## config.mk

```make
export PLATFORM = sky130hd
export DESIGN_NAME = fha_ctrl
export DESIGN_NICKNAME = d
export VERILOG_FILES = /design/src/rtl/fha_pkg.sv /design/src/rtl/fha_ctrl.sv
export SDC_FILE = /design/constraint.sdc
export NUM_CORES = 1
export LEC_CHECK = 0
export BUFFER_PORTS_ARGS = -buffer_cell sky130_fd_sc_hd__buf_2
export CORE_UTILIZATION = 45
export CTS_BUF_LIST = sky130_fd_sc_hd__clkbuf_8 sky130_fd_sc_hd__clkbuf_16
export DETAILED_ROUTE_END_ITERATION = 6
export PLACE_DENSITY = 0.65
export SYNTH_ARGS = -nofsm -noshare
export SYNTH_HDL_FRONTEND = slang
export SYNTH_SLANG_ARGS = --single-unit
```

## constraint.sdc

```tcl
create_clock -name clk -period 2.4 [get_ports clk]
set_input_delay 0.24 -clock clk [delete_from_list [all_inputs] [get_ports clk]]
set_output_delay 0.24 -clock clk [all_outputs]
set_load 0.03 [all_outputs]
```

## src/rtl/fha_pkg.sv

```systemverilog
package fha_pkg;

  localparam int HEAP_BYTES_DEF   = 4096;
  localparam int HEADER_BYTES_DEF = 4;
  localparam int MIN_TOTAL        = 16;

  localparam int KIND_W   = 2;
  localparam int REQ_W    = 13;
  localparam int OFF_W    = 12;
  localparam int STATUS_W = 2;
  localparam int CFG_W    = 13;

  localparam logic [CFG_W-1:0] CFG_RESET = 13'd4096;

  localparam logic [KIND_W-1:0] KIND_ALLOC  = 2'd0;
  localparam logic [KIND_W-1:0] KIND_FREE   = 2'd1;
  localparam logic [KIND_W-1:0] KIND_FORMAT = 2'd2;

  localparam logic [STATUS_W-1:0] ST_DONE    = 2'd0;
  localparam logic [STATUS_W-1:0] ST_NOFIT   = 2'd1;
  localparam logic [STATUS_W-1:0] ST_IGNORED = 2'd2;

  typedef enum logic [2:0] {
    AS_HB,
    AS_CP,
    AS_NEXT,
    AS_SUCC,
    AS_HP,
    AS_REM
  } addr_sel_t;

  typedef enum logic [2:0] {
    WS_FMT,
    WS_NEG_REQ,
    WS_REM,
    WS_NEG_H,
    WS_SUM
  } wdata_sel_t;

  typedef enum logic {
    CP_INIT,
    CP_ADV
  } cp_sel_t;

  typedef enum logic {
    A_HDR,
    A_B
  } a_sel_t;

  typedef struct packed {
    logic                load_item;
    logic                fmt_init;
    logic                clr_step;
    logic                addr_load;
    addr_sel_t           addr_sel;
    logic                wdata_load;
    wdata_sel_t          wdata_sel;
    logic                mem_rd;
    logic                mem_wr;
    logic                hdr_clr;
    logic                cp_load;
    cp_sel_t             cp_sel;
    logic                a_load;
    a_sel_t              a_sel;
    logic                b_load;
    logic                guard_clr;
    logic                guard_inc;
    logic                res_set;
    logic [STATUS_W-1:0] res_code;
    logic                res_grant;
    logic                res_push;
  } dp_cmd_t;

  typedef struct packed {
    logic [KIND_W-1:0] kind;
    logic              in_range;
    logic              last_byte;
    logic              clr_last;
    logic              cp_lt_t;
    logic              fit;
    logic              hdr_pos;
    logic              a_pos;
    logic              b_pos;
    logic              brk;
    logic              guard_out;
    logic              free_bad;
    logic              out_free;
  } dp_stat_t;

endpackage

```

## src/rtl/fha_ctrl.sv

```systemverilog
module fha_ctrl (
  input  logic              clk,
  input  logic              rst,
  input  logic              in_valid,
  output logic              in_ready,
  input  fha_pkg::dp_stat_t stat,
  output fha_pkg::dp_cmd_t  cmd
);

  typedef enum logic [4:0] {
    S_RST,
    S_IDLE,
    S_DISPATCH,
    S_CLR,
    S_FMT_HDR,
    S_FMT_FIN,
    S_AL_LOOP,
    S_AL_TEST,
    S_AL_ADV,
    S_AL_REM,
    S_AL_FIN,
    S_FR_CHK,
    S_MW_INIT,
    S_MW_A0,
    S_MW_B0,
    S_MW_B1,
    S_MW_LOOP,
    S_MW_M1,
    S_MW_M2,
    S_MW_M3,
    S_MW_E1,
    S_RD_CHK,
    S_RD,
    S_RD_WAIT,
    S_WR_CHK,
    S_WR,
    S_DONE
  } state_t;

  state_t state;
  state_t state_next;
  state_t ret;
  state_t ret_next;
  logic   quiet;
  logic   quiet_next;

  assign in_ready = (state == S_IDLE);

  always_comb begin
    state_next = state;
    ret_next   = ret;
    quiet_next = quiet;
    cmd        = '0;
    unique case (state)
      S_RST: begin
        cmd.fmt_init = 1'b1;
        quiet_next   = 1'b1;
        state_next   = S_CLR;
      end
      S_IDLE: begin
        if (in_valid) begin
          cmd.load_item = 1'b1;
          state_next    = S_DISPATCH;
        end
      end
      S_DISPATCH: begin
        unique case (stat.kind)
          fha_pkg::KIND_ALLOC: begin
            cmd.cp_load = 1'b1;
            cmd.cp_sel  = fha_pkg::CP_INIT;
            state_next  = S_AL_LOOP;
          end
          fha_pkg::KIND_FREE: begin
            if (stat.free_bad) begin
              cmd.res_set  = 1'b1;
              cmd.res_code = fha_pkg::ST_IGNORED;
              state_next   = S_DONE;
            end else begin
              cmd.addr_load = 1'b1;
              cmd.addr_sel  = fha_pkg::AS_HP;
              ret_next      = S_FR_CHK;
              state_next    = S_RD_CHK;
            end
          end
          fha_pkg::KIND_FORMAT: begin
            cmd.fmt_init = 1'b1;
            quiet_next   = 1'b0;
            state_next   = S_CLR;
          end
          default: begin
            cmd.res_set  = 1'b1;
            cmd.res_code = fha_pkg::ST_DONE;
            state_next   = S_DONE;
          end
        endcase
      end
      S_CLR: begin
        cmd.clr_step = 1'b1;
        if (stat.clr_last) begin
          state_next = S_FMT_HDR;
        end
      end
      S_FMT_HDR: begin
        cmd.addr_load  = 1'b1;
        cmd.addr_sel   = fha_pkg::AS_HB;
        cmd.wdata_load = 1'b1;
        cmd.wdata_sel  = fha_pkg::WS_FMT;
        ret_next       = S_FMT_FIN;
        state_next     = S_WR_CHK;
      end
      S_FMT_FIN: begin
        if (quiet) begin
          quiet_next = 1'b0;
          state_next = S_IDLE;
        end else begin
          cmd.res_set  = 1'b1;
          cmd.res_code = fha_pkg::ST_DONE;
          state_next   = S_DONE;
        end
      end
      S_AL_LOOP: begin
        if (!stat.cp_lt_t) begin
          cmd.res_set  = 1'b1;
          cmd.res_code = fha_pkg::ST_NOFIT;
          state_next   = S_DONE;
        end else begin
          cmd.addr_load = 1'b1;
          cmd.addr_sel  = fha_pkg::AS_CP;
          ret_next      = S_AL_TEST;
          state_next    = S_RD_CHK;
        end
      end
      S_AL_TEST: begin
        cmd.a_load = 1'b1;
        cmd.a_sel  = fha_pkg::A_HDR;
        if (stat.fit) begin
          cmd.wdata_load = 1'b1;
          cmd.wdata_sel  = fha_pkg::WS_NEG_REQ;
          ret_next       = S_AL_REM;
          state_next     = S_WR_CHK;
        end else begin
          state_next = S_AL_ADV;
        end
      end
      S_AL_ADV: begin
        cmd.cp_load = 1'b1;
        cmd.cp_sel  = fha_pkg::CP_ADV;
        state_next  = S_AL_LOOP;
      end
      S_AL_REM: begin
        cmd.addr_load  = 1'b1;
        cmd.addr_sel   = fha_pkg::AS_REM;
        cmd.wdata_load = 1'b1;
        cmd.wdata_sel  = fha_pkg::WS_REM;
        ret_next       = S_AL_FIN;
        state_next     = S_WR_CHK;
      end
      S_AL_FIN: begin
        cmd.res_set   = 1'b1;
        cmd.res_code  = fha_pkg::ST_DONE;
        cmd.res_grant = 1'b1;
        state_next    = S_DONE;
      end
      S_FR_CHK: begin
        if (stat.hdr_pos) begin
          cmd.res_set  = 1'b1;
          cmd.res_code = fha_pkg::ST_IGNORED;
          state_next   = S_DONE;
        end else begin
          cmd.wdata_load = 1'b1;
          cmd.wdata_sel  = fha_pkg::WS_NEG_H;
          ret_next       = S_MW_INIT;
          state_next     = S_WR_CHK;
        end
      end
      S_MW_INIT: begin
        cmd.cp_load   = 1'b1;
        cmd.cp_sel    = fha_pkg::CP_INIT;
        cmd.guard_clr = 1'b1;
        cmd.addr_load = 1'b1;
        cmd.addr_sel  = fha_pkg::AS_HB;
        ret_next      = S_MW_A0;
        state_next    = S_RD_CHK;
      end
      S_MW_A0: begin
        cmd.a_load = 1'b1;
        cmd.a_sel  = fha_pkg::A_HDR;
        state_next = S_MW_B0;
      end
      S_MW_B0: begin
        cmd.addr_load = 1'b1;
        cmd.addr_sel  = fha_pkg::AS_NEXT;
        ret_next      = S_MW_B1;
        state_next    = S_RD_CHK;
      end
      S_MW_B1: begin
        cmd.b_load = 1'b1;
        state_next = S_MW_LOOP;
      end
      S_MW_LOOP: begin
        if (!stat.cp_lt_t || stat.guard_out) begin
          cmd.res_set  = 1'b1;
          cmd.res_code = fha_pkg::ST_DONE;
          state_next   = S_DONE;
        end else begin
          cmd.guard_inc = 1'b1;
          if (stat.a_pos && stat.b_pos) begin
            cmd.wdata_load = 1'b1;
            cmd.wdata_sel  = fha_pkg::WS_SUM;
            cmd.addr_load  = 1'b1;
            cmd.addr_sel   = fha_pkg::AS_CP;
            ret_next       = S_MW_M1;
            state_next     = S_WR_CHK;
          end else begin
            cmd.cp_load = 1'b1;
            cmd.cp_sel  = fha_pkg::CP_ADV;
            cmd.a_load  = 1'b1;
            cmd.a_sel   = fha_pkg::A_B;
            state_next  = S_MW_E1;
          end
        end
      end
      S_MW_M1: begin
        ret_next   = S_MW_M2;
        state_next = S_RD_CHK;
      end
      S_MW_M2: begin
        cmd.a_load = 1'b1;
        cmd.a_sel  = fha_pkg::A_HDR;
        state_next = S_MW_M3;
      end
      S_MW_M3: begin
        if (stat.brk) begin
          cmd.res_set  = 1'b1;
          cmd.res_code = fha_pkg::ST_DONE;
          state_next   = S_DONE;
        end else begin
          cmd.addr_load = 1'b1;
          cmd.addr_sel  = fha_pkg::AS_SUCC;
          ret_next      = S_MW_B1;
          state_next    = S_RD_CHK;
        end
      end
      S_MW_E1: begin
        if (stat.brk) begin
          cmd.res_set  = 1'b1;
          cmd.res_code = fha_pkg::ST_DONE;
          state_next   = S_DONE;
        end else begin
          cmd.addr_load = 1'b1;
          cmd.addr_sel  = fha_pkg::AS_NEXT;
          ret_next      = S_MW_B1;
          state_next    = S_RD_CHK;
        end
      end
      S_RD_CHK: begin
        if (stat.in_range) begin
          state_next = S_RD;
        end else begin
          cmd.hdr_clr = 1'b1;
          state_next  = ret;
        end
      end
      S_RD: begin
        cmd.mem_rd = 1'b1;
        if (stat.last_byte) begin
          state_next = S_RD_WAIT;
        end
      end
      S_RD_WAIT: begin
        state_next = ret;
      end
      S_WR_CHK: begin
        state_next = stat.in_range ? S_WR : ret;
      end
      S_WR: begin
        cmd.mem_wr = 1'b1;
        if (stat.last_byte) begin
          state_next = ret;
        end
      end
      S_DONE: begin
        if (stat.out_free) begin
          cmd.res_push = 1'b1;
          state_next   = S_IDLE;
        end
      end
      default: begin
        state_next = S_IDLE;
      end
    endcase
  end

  always_ff @(posedge clk) begin
    if (rst) begin
      state <= S_RST;
      ret   <= S_IDLE;
      quiet <= 1'b1;
    end else begin
      state <= state_next;
      ret   <= ret_next;
      quiet <= quiet_next;
    end
  end

endmodule

```

# --- After elaboration in Yosys (flattened, before gate mapping) ---
# Cells that the tools add are included.
# Widths: inputs -> output; s select.
op_classes:
  n_eq_ne: 42
  muxes: 68
  reduce_logical: 16
ops:
  columns: ["cell", "n"]
  rows:
  - ["$pmux 5 s23", 1]
  - ["$mux 5", 18]
  - ["$eq 5x5->1 const B", 11]
  - ["$pmux 5 s11", 1]
  - ["$mux 4", 13]
  - ["$eq 5x4->1 const B", 8]
  - ["$pmux 4 s8", 1]
  - ["$ne 2x2->1 const B", 12]
  - ["$pmux 3 s7", 1]
  - ["$eq 5x3->1 const B", 4]
  - ["$pmux 4 s5", 1]
  - ["$mux 3", 6]
  - ["$mux 1", 16]
  - ["$mux 8", 2]
  - ["$pmux 5 s3", 1]
  - ["$reduce_bool 11->1", 1]
  - ["$eq 5x2->1 const B", 2]
  - ["$reduce_and 9->1", 1]
  - ["$pmux 2 s4", 1]
  - ["$reduce_or 2->1", 4]
  - ["$pmux 3 s2", 1]
  - ["$reduce_or 3->1", 2]
  - ["$eq 5x1->1 const B", 1]
  - ["$logic_not 5->1", 1]
  - ["other kinds (14)", 16]
totals:
  output_inout_bits: 27
  ff_bits: 11
  wordCells: 129

# --- Depth between registers and ports, before layout ---
logic_depth:
  ltp_word: 4
  depth_mapped: 9

# --- Least setup slack after synthesis ---
# No wires, ideal clock.
synth_timing:
  path_type: "reg-to-output"
  from: "register state[4]"
  to: "output cmd[16] (netlist bit)"
  t_arrival_ps: 2503
  stages_incl_launch_ff: 6
  required_time_ps: 2160
  setup_slack_ps: -343
  path_buffers: 4
  path_cell_list: "dfxtp_1 > buf_4 > buf_2 > buf_2 > buf_1 > a2111oi_0"
synth_lines:
  columns: ["element", "line", "rtl"]
  rows:
  - ["from (decl)", "fha_ctrl.sv:40", "state_t state;"]
  - ["from (signal assigned)", "fha_ctrl.sv:300", "state <= state_next;"]
  - ["to (decl)", "fha_ctrl.sv:7", "output fha_pkg::dp_cmd_t cmd"]

==> flow_summary.yaml <==
floorplanning:
  die_area_mm2: 0.00410
  die_h_um: 64.1
  die_w_um: 64.1
  coreArea_mm2: 0.00369
  initial_core_util_pct: 47.0
  rows: 22
  io_pins: 44
finish:
  area_growth_pct: 19.4
  nets: 313
  final_layout_size_suffix_gt1_share_pct: 28.1
  n_antenna_cell: 0
route:
  drtIter0Drc: 269
  wirelength_um: 6370
  drt-wirelength-per-cell_um: 18.6
  drc: 0
  dr_total_vias: 2213
  antenna_left: 0
  vias_per_cell: 6.45
  drt_first_pass_iters: 5
setup_path:
  ff2ff_path_depth: 5
  cp-start-kind: "register"
  rrSetupSlack_ns: 0.18
  critical_path_required_ns: 2.16
  critPathCaptureType: "primary output"
  crit_top_cell: "nor2_1"
  r2r-start: "state[3]$_SDFFE_PP0P_"
  r2r_end: "state[0]$_SDFFE_PP0P_"
  cp_slowest_cell: "or4b_4"
  cp_top_family: "simple AND/OR/NAND/NOR gates"
  cpPeakStageDelay_ns: 0.55
  worstPathArrival_ns: 2.09
  cp.buffers_inverters: 1
  crit_type: "reg2out"
  worstPathCellList: "or4b_4 > or3_4 > nor2_1 > nor2_1 > nand3b_1 > buf_2"
  cp_max_fo: 5
synth:
  synth_seq_cells: 11
  synth_area_per_cell_um2: 6.82
  synth-main-ff-cell: "dfxtp_1"
  synth_edf_count: 0
  yosys_warnings: 0
  async_flop_share_pct: 0
  syn_inst: 254
  netlist_area_mm2: 0.00173
  syn_nets: 271
  synth_cell_type_count: 59
  synth_seq_area_share_pct: 12.7
timing:
  rsz0062_at_grt: "false"
  hold_viol: 0
  fmax_mhz: 429
  timing.final.crit_share_pct: 97.1
  slew_headroom_pct: 46.1
  hold-worst-slack_ns: 0.326
  min_period_ns: 2.33
  worst_pin_slew_ns: 0.802
  setup_total_negative_slack_ns: 0
  finalClockSkew_ns: 0.00643
  report.final.slew_viol_count: 0
  setup_violations: 0
clocking:
  holdBufCountCts: 0
  htree_levels: 1
  cts_buffers: 3
  cts_tree: "yes"
  cts_setup_buffers: 0
  clk_path_buf_depth: 2
  cts_resized: 0
  clk_pin_slew_worst_paths_ns: 0.05
  worstSkewPairLatency_ns: 0.25
  ctsRootBufferMaster: "clkbuf_8"
  clock-sinks: 11
global_route:
  grt_max_degree: 30
  grt_pass1_vias: 2017
  grtUsageTotal_pct: 32.8
  antenna_found_initial: 0
  grt_overflow: 0
  grt_first_pass_wirelength_um: 10400
power:
  power_leakage_nw: 0.841
  powerDensity_mw_per_mm2: 1290
  ir_drop_v: 0.000643
min_path:
  holdCritPathClass: "in2reg"
  min_from: "rst"
  min_path_cells: 2
  min_to: "ret[3]$_SDFFE_PP0P_"
placement:
  numPortBuffers: 43
  place.gp.congestion: 0.939
  dp_hpwl_um: 4890
flow_run:
  drv_cap: 0
run_status:
  status: "finished, final reports clean"
==> cell usage after synthesis, types with 5 or more instances <==
| cell | instances | area share [%] |
|---|---|---|
| nor4_1 | 7 | 2.5 |
| nor2b_1 | 6 | 2.2 |
| a211oi_1 | 10 | 4.3 |
| nand2_1 | 19 | 4.1 |
| or2_2 | 5 | 1.8 |
| a21oi_1 | 15 | 4.3 |
| inv_1 | 8 | 1.7 |
| dfxtp_1 | 11 | 13 |
| nor3_1 | 8 | 2.3 |
| buf_2 | 14 | 4.0 |
| o21ai_0 | 15 | 4.3 |
| nor2_1 | 26 | 5.6 |
| nand3b_1 | 5 | 2.2 |
| nand2b_1 | 18 | 6.5 |
| o22ai_1 | 5 | 1.8 |
| nand3_1 | 6 | 1.7 |
==> metrics by stage <==
stage	instances	area (um2)	power (mW)	util [%]	setup slack, ns
final	343	2070	2.67	56.1	0.0687
after global routing	343	2070	2.85	56.1	0.0264
after CTS	343	2060	2.61	55.8	0.0135
after detailed placement	339	2010	2.42	54.5	0.238
after global placement	339	2010	2.43	54.5	0.125
after floorplan	254	1740	1.92	-	0.00305
==> layer usage <==
| metal | vias to the layer above | global-route usage [%] | share of wire (%) |
|---|---|---|---|
| met5 | - | 0 | 0 |
| met4 | 0 | 12.2 | 3.4 |
| met3 | 23 | 5.71 | 8.9 |
| met2 | 126 | 50.9 | 46 |
| met1 | 1034 | 44.9 | 42 |
| li1 | 1030 | - | - |
==> how the worst max path moves through the flow <==
| stage | from | to | slack (ns) | cells after the start |
|---|---|---|---|---|
| 2_1_floorplan | state[4]$_SDFFE_PP0P_ | cmd[18] | 0.003 | 6 |
| 3_3_place_gp | state[2]$_SDFFE_PP0P_ | state[0]$_SDFFE_PP0P_ | 0.13 | 6 |
| 3_5_place_dp | state[2]$_SDFFE_PP0P_ | state[0]$_SDFFE_PP0P_ | 0.24 | 6 |
| 4_1_cts | state[0]$_SDFFE_PP0P_ | cmd[22] | 0.01 | 7 |
| 5_1_grt | state[1]$_SDFFE_PP0P_ | cmd[22] | 0.03 | 6 |
| 6_report | state[1]$_SDFFE_PP0P_ | cmd[22] | 0.07 | 6 |
==> kinds of logic (layout without fill, tap and decap cells) <==
| logic type | Yosys count | after routing | share of synthesized area, % |
|---|---|---|---|
| AOI/OAI and AO/OA | 81 | 81 | 33.5 |
| xor gates and xnor gates | 1 | 1 | 0.506 |
| buffers and inverters | 31 | 72 | 8.81 |
| DFF | 11 | 11 | 12.7 |
| muxes | 3 | 3 | 1.88 |
| and+or+nand+nor | 127 | 127 | 42.6 |
==> registers in the layout (all words and copies together), names as in the netlist <==
signal	cells
state	5
ret	5
quiet	1
==> final cells by class <==
type | instances | area, um2
Clock buffer | 3 | 41.3
Clock inverter | 1 | 3.75
Fill cell | 388 | 1620
Inverter | 9 | 33.8
Multi-Input combinational cell | 212 | 1370
Sequential cell | 11 | 223
Tap cell | 48 | 60.1
Timing Repair Buffer | 59 | 339
==> where the power goes <==
part           internal, mW  switching (mW)
logic                 0.786            1.34
clock network         0.113          0.0781
registers             0.251           0.109
total                  1.15            1.52
==> cells in the final DEF (no fill, tap or decap), types with 2 or more instances in the layout <==
cell | Yosys | layout
o2bb2ai_1 | 2 | 2
mux2_2 | 2 | 2
dfxtp_2 | 0 | 2
inv_1 | 8 | 9
dfxtp_1 | 11 | 9
o21ai_1 | 0 | 2
and2_1 | 2 | 2
buf_4 | 1 | 15
o21ai_0 | 15 | 13
o31ai_1 | 3 | 3
nor2_1 | 26 | 26
buf_2 | 14 | 43
clkbuf_8 | 0 | 3
a31oi_1 | 3 | 3
a211oi_1 | 10 | 10
nor3_1 | 8 | 8
a21oi_1 | 15 | 15
or4bb_1 | 2 | 2
or3_1 | 3 | 3
a311oi_1 | 3 | 3
nor4b_1 | 2 | 2
a2111oi_0 | 4 | 2
a2111oi_1 | 0 | 2
a21o_1 | 2 | 2
nor3_4 | 2 | 2
nand3_1 | 6 | 6
o22ai_1 | 5 | 5
o211ai_1 | 4 | 4
or2_2 | 5 | 5
nor2b_1 | 6 | 6
nand2b_1 | 18 | 18
nor3b_1 | 3 | 3
a22oi_1 | 4 | 4
nand3b_1 | 5 | 5
a21oi_2 | 2 | 2
nand2_1 | 19 | 19
nor4_1 | 7 | 6
and3_1 | 3 | 3
No activity file was read; power rests on OpenSTA's default activity.
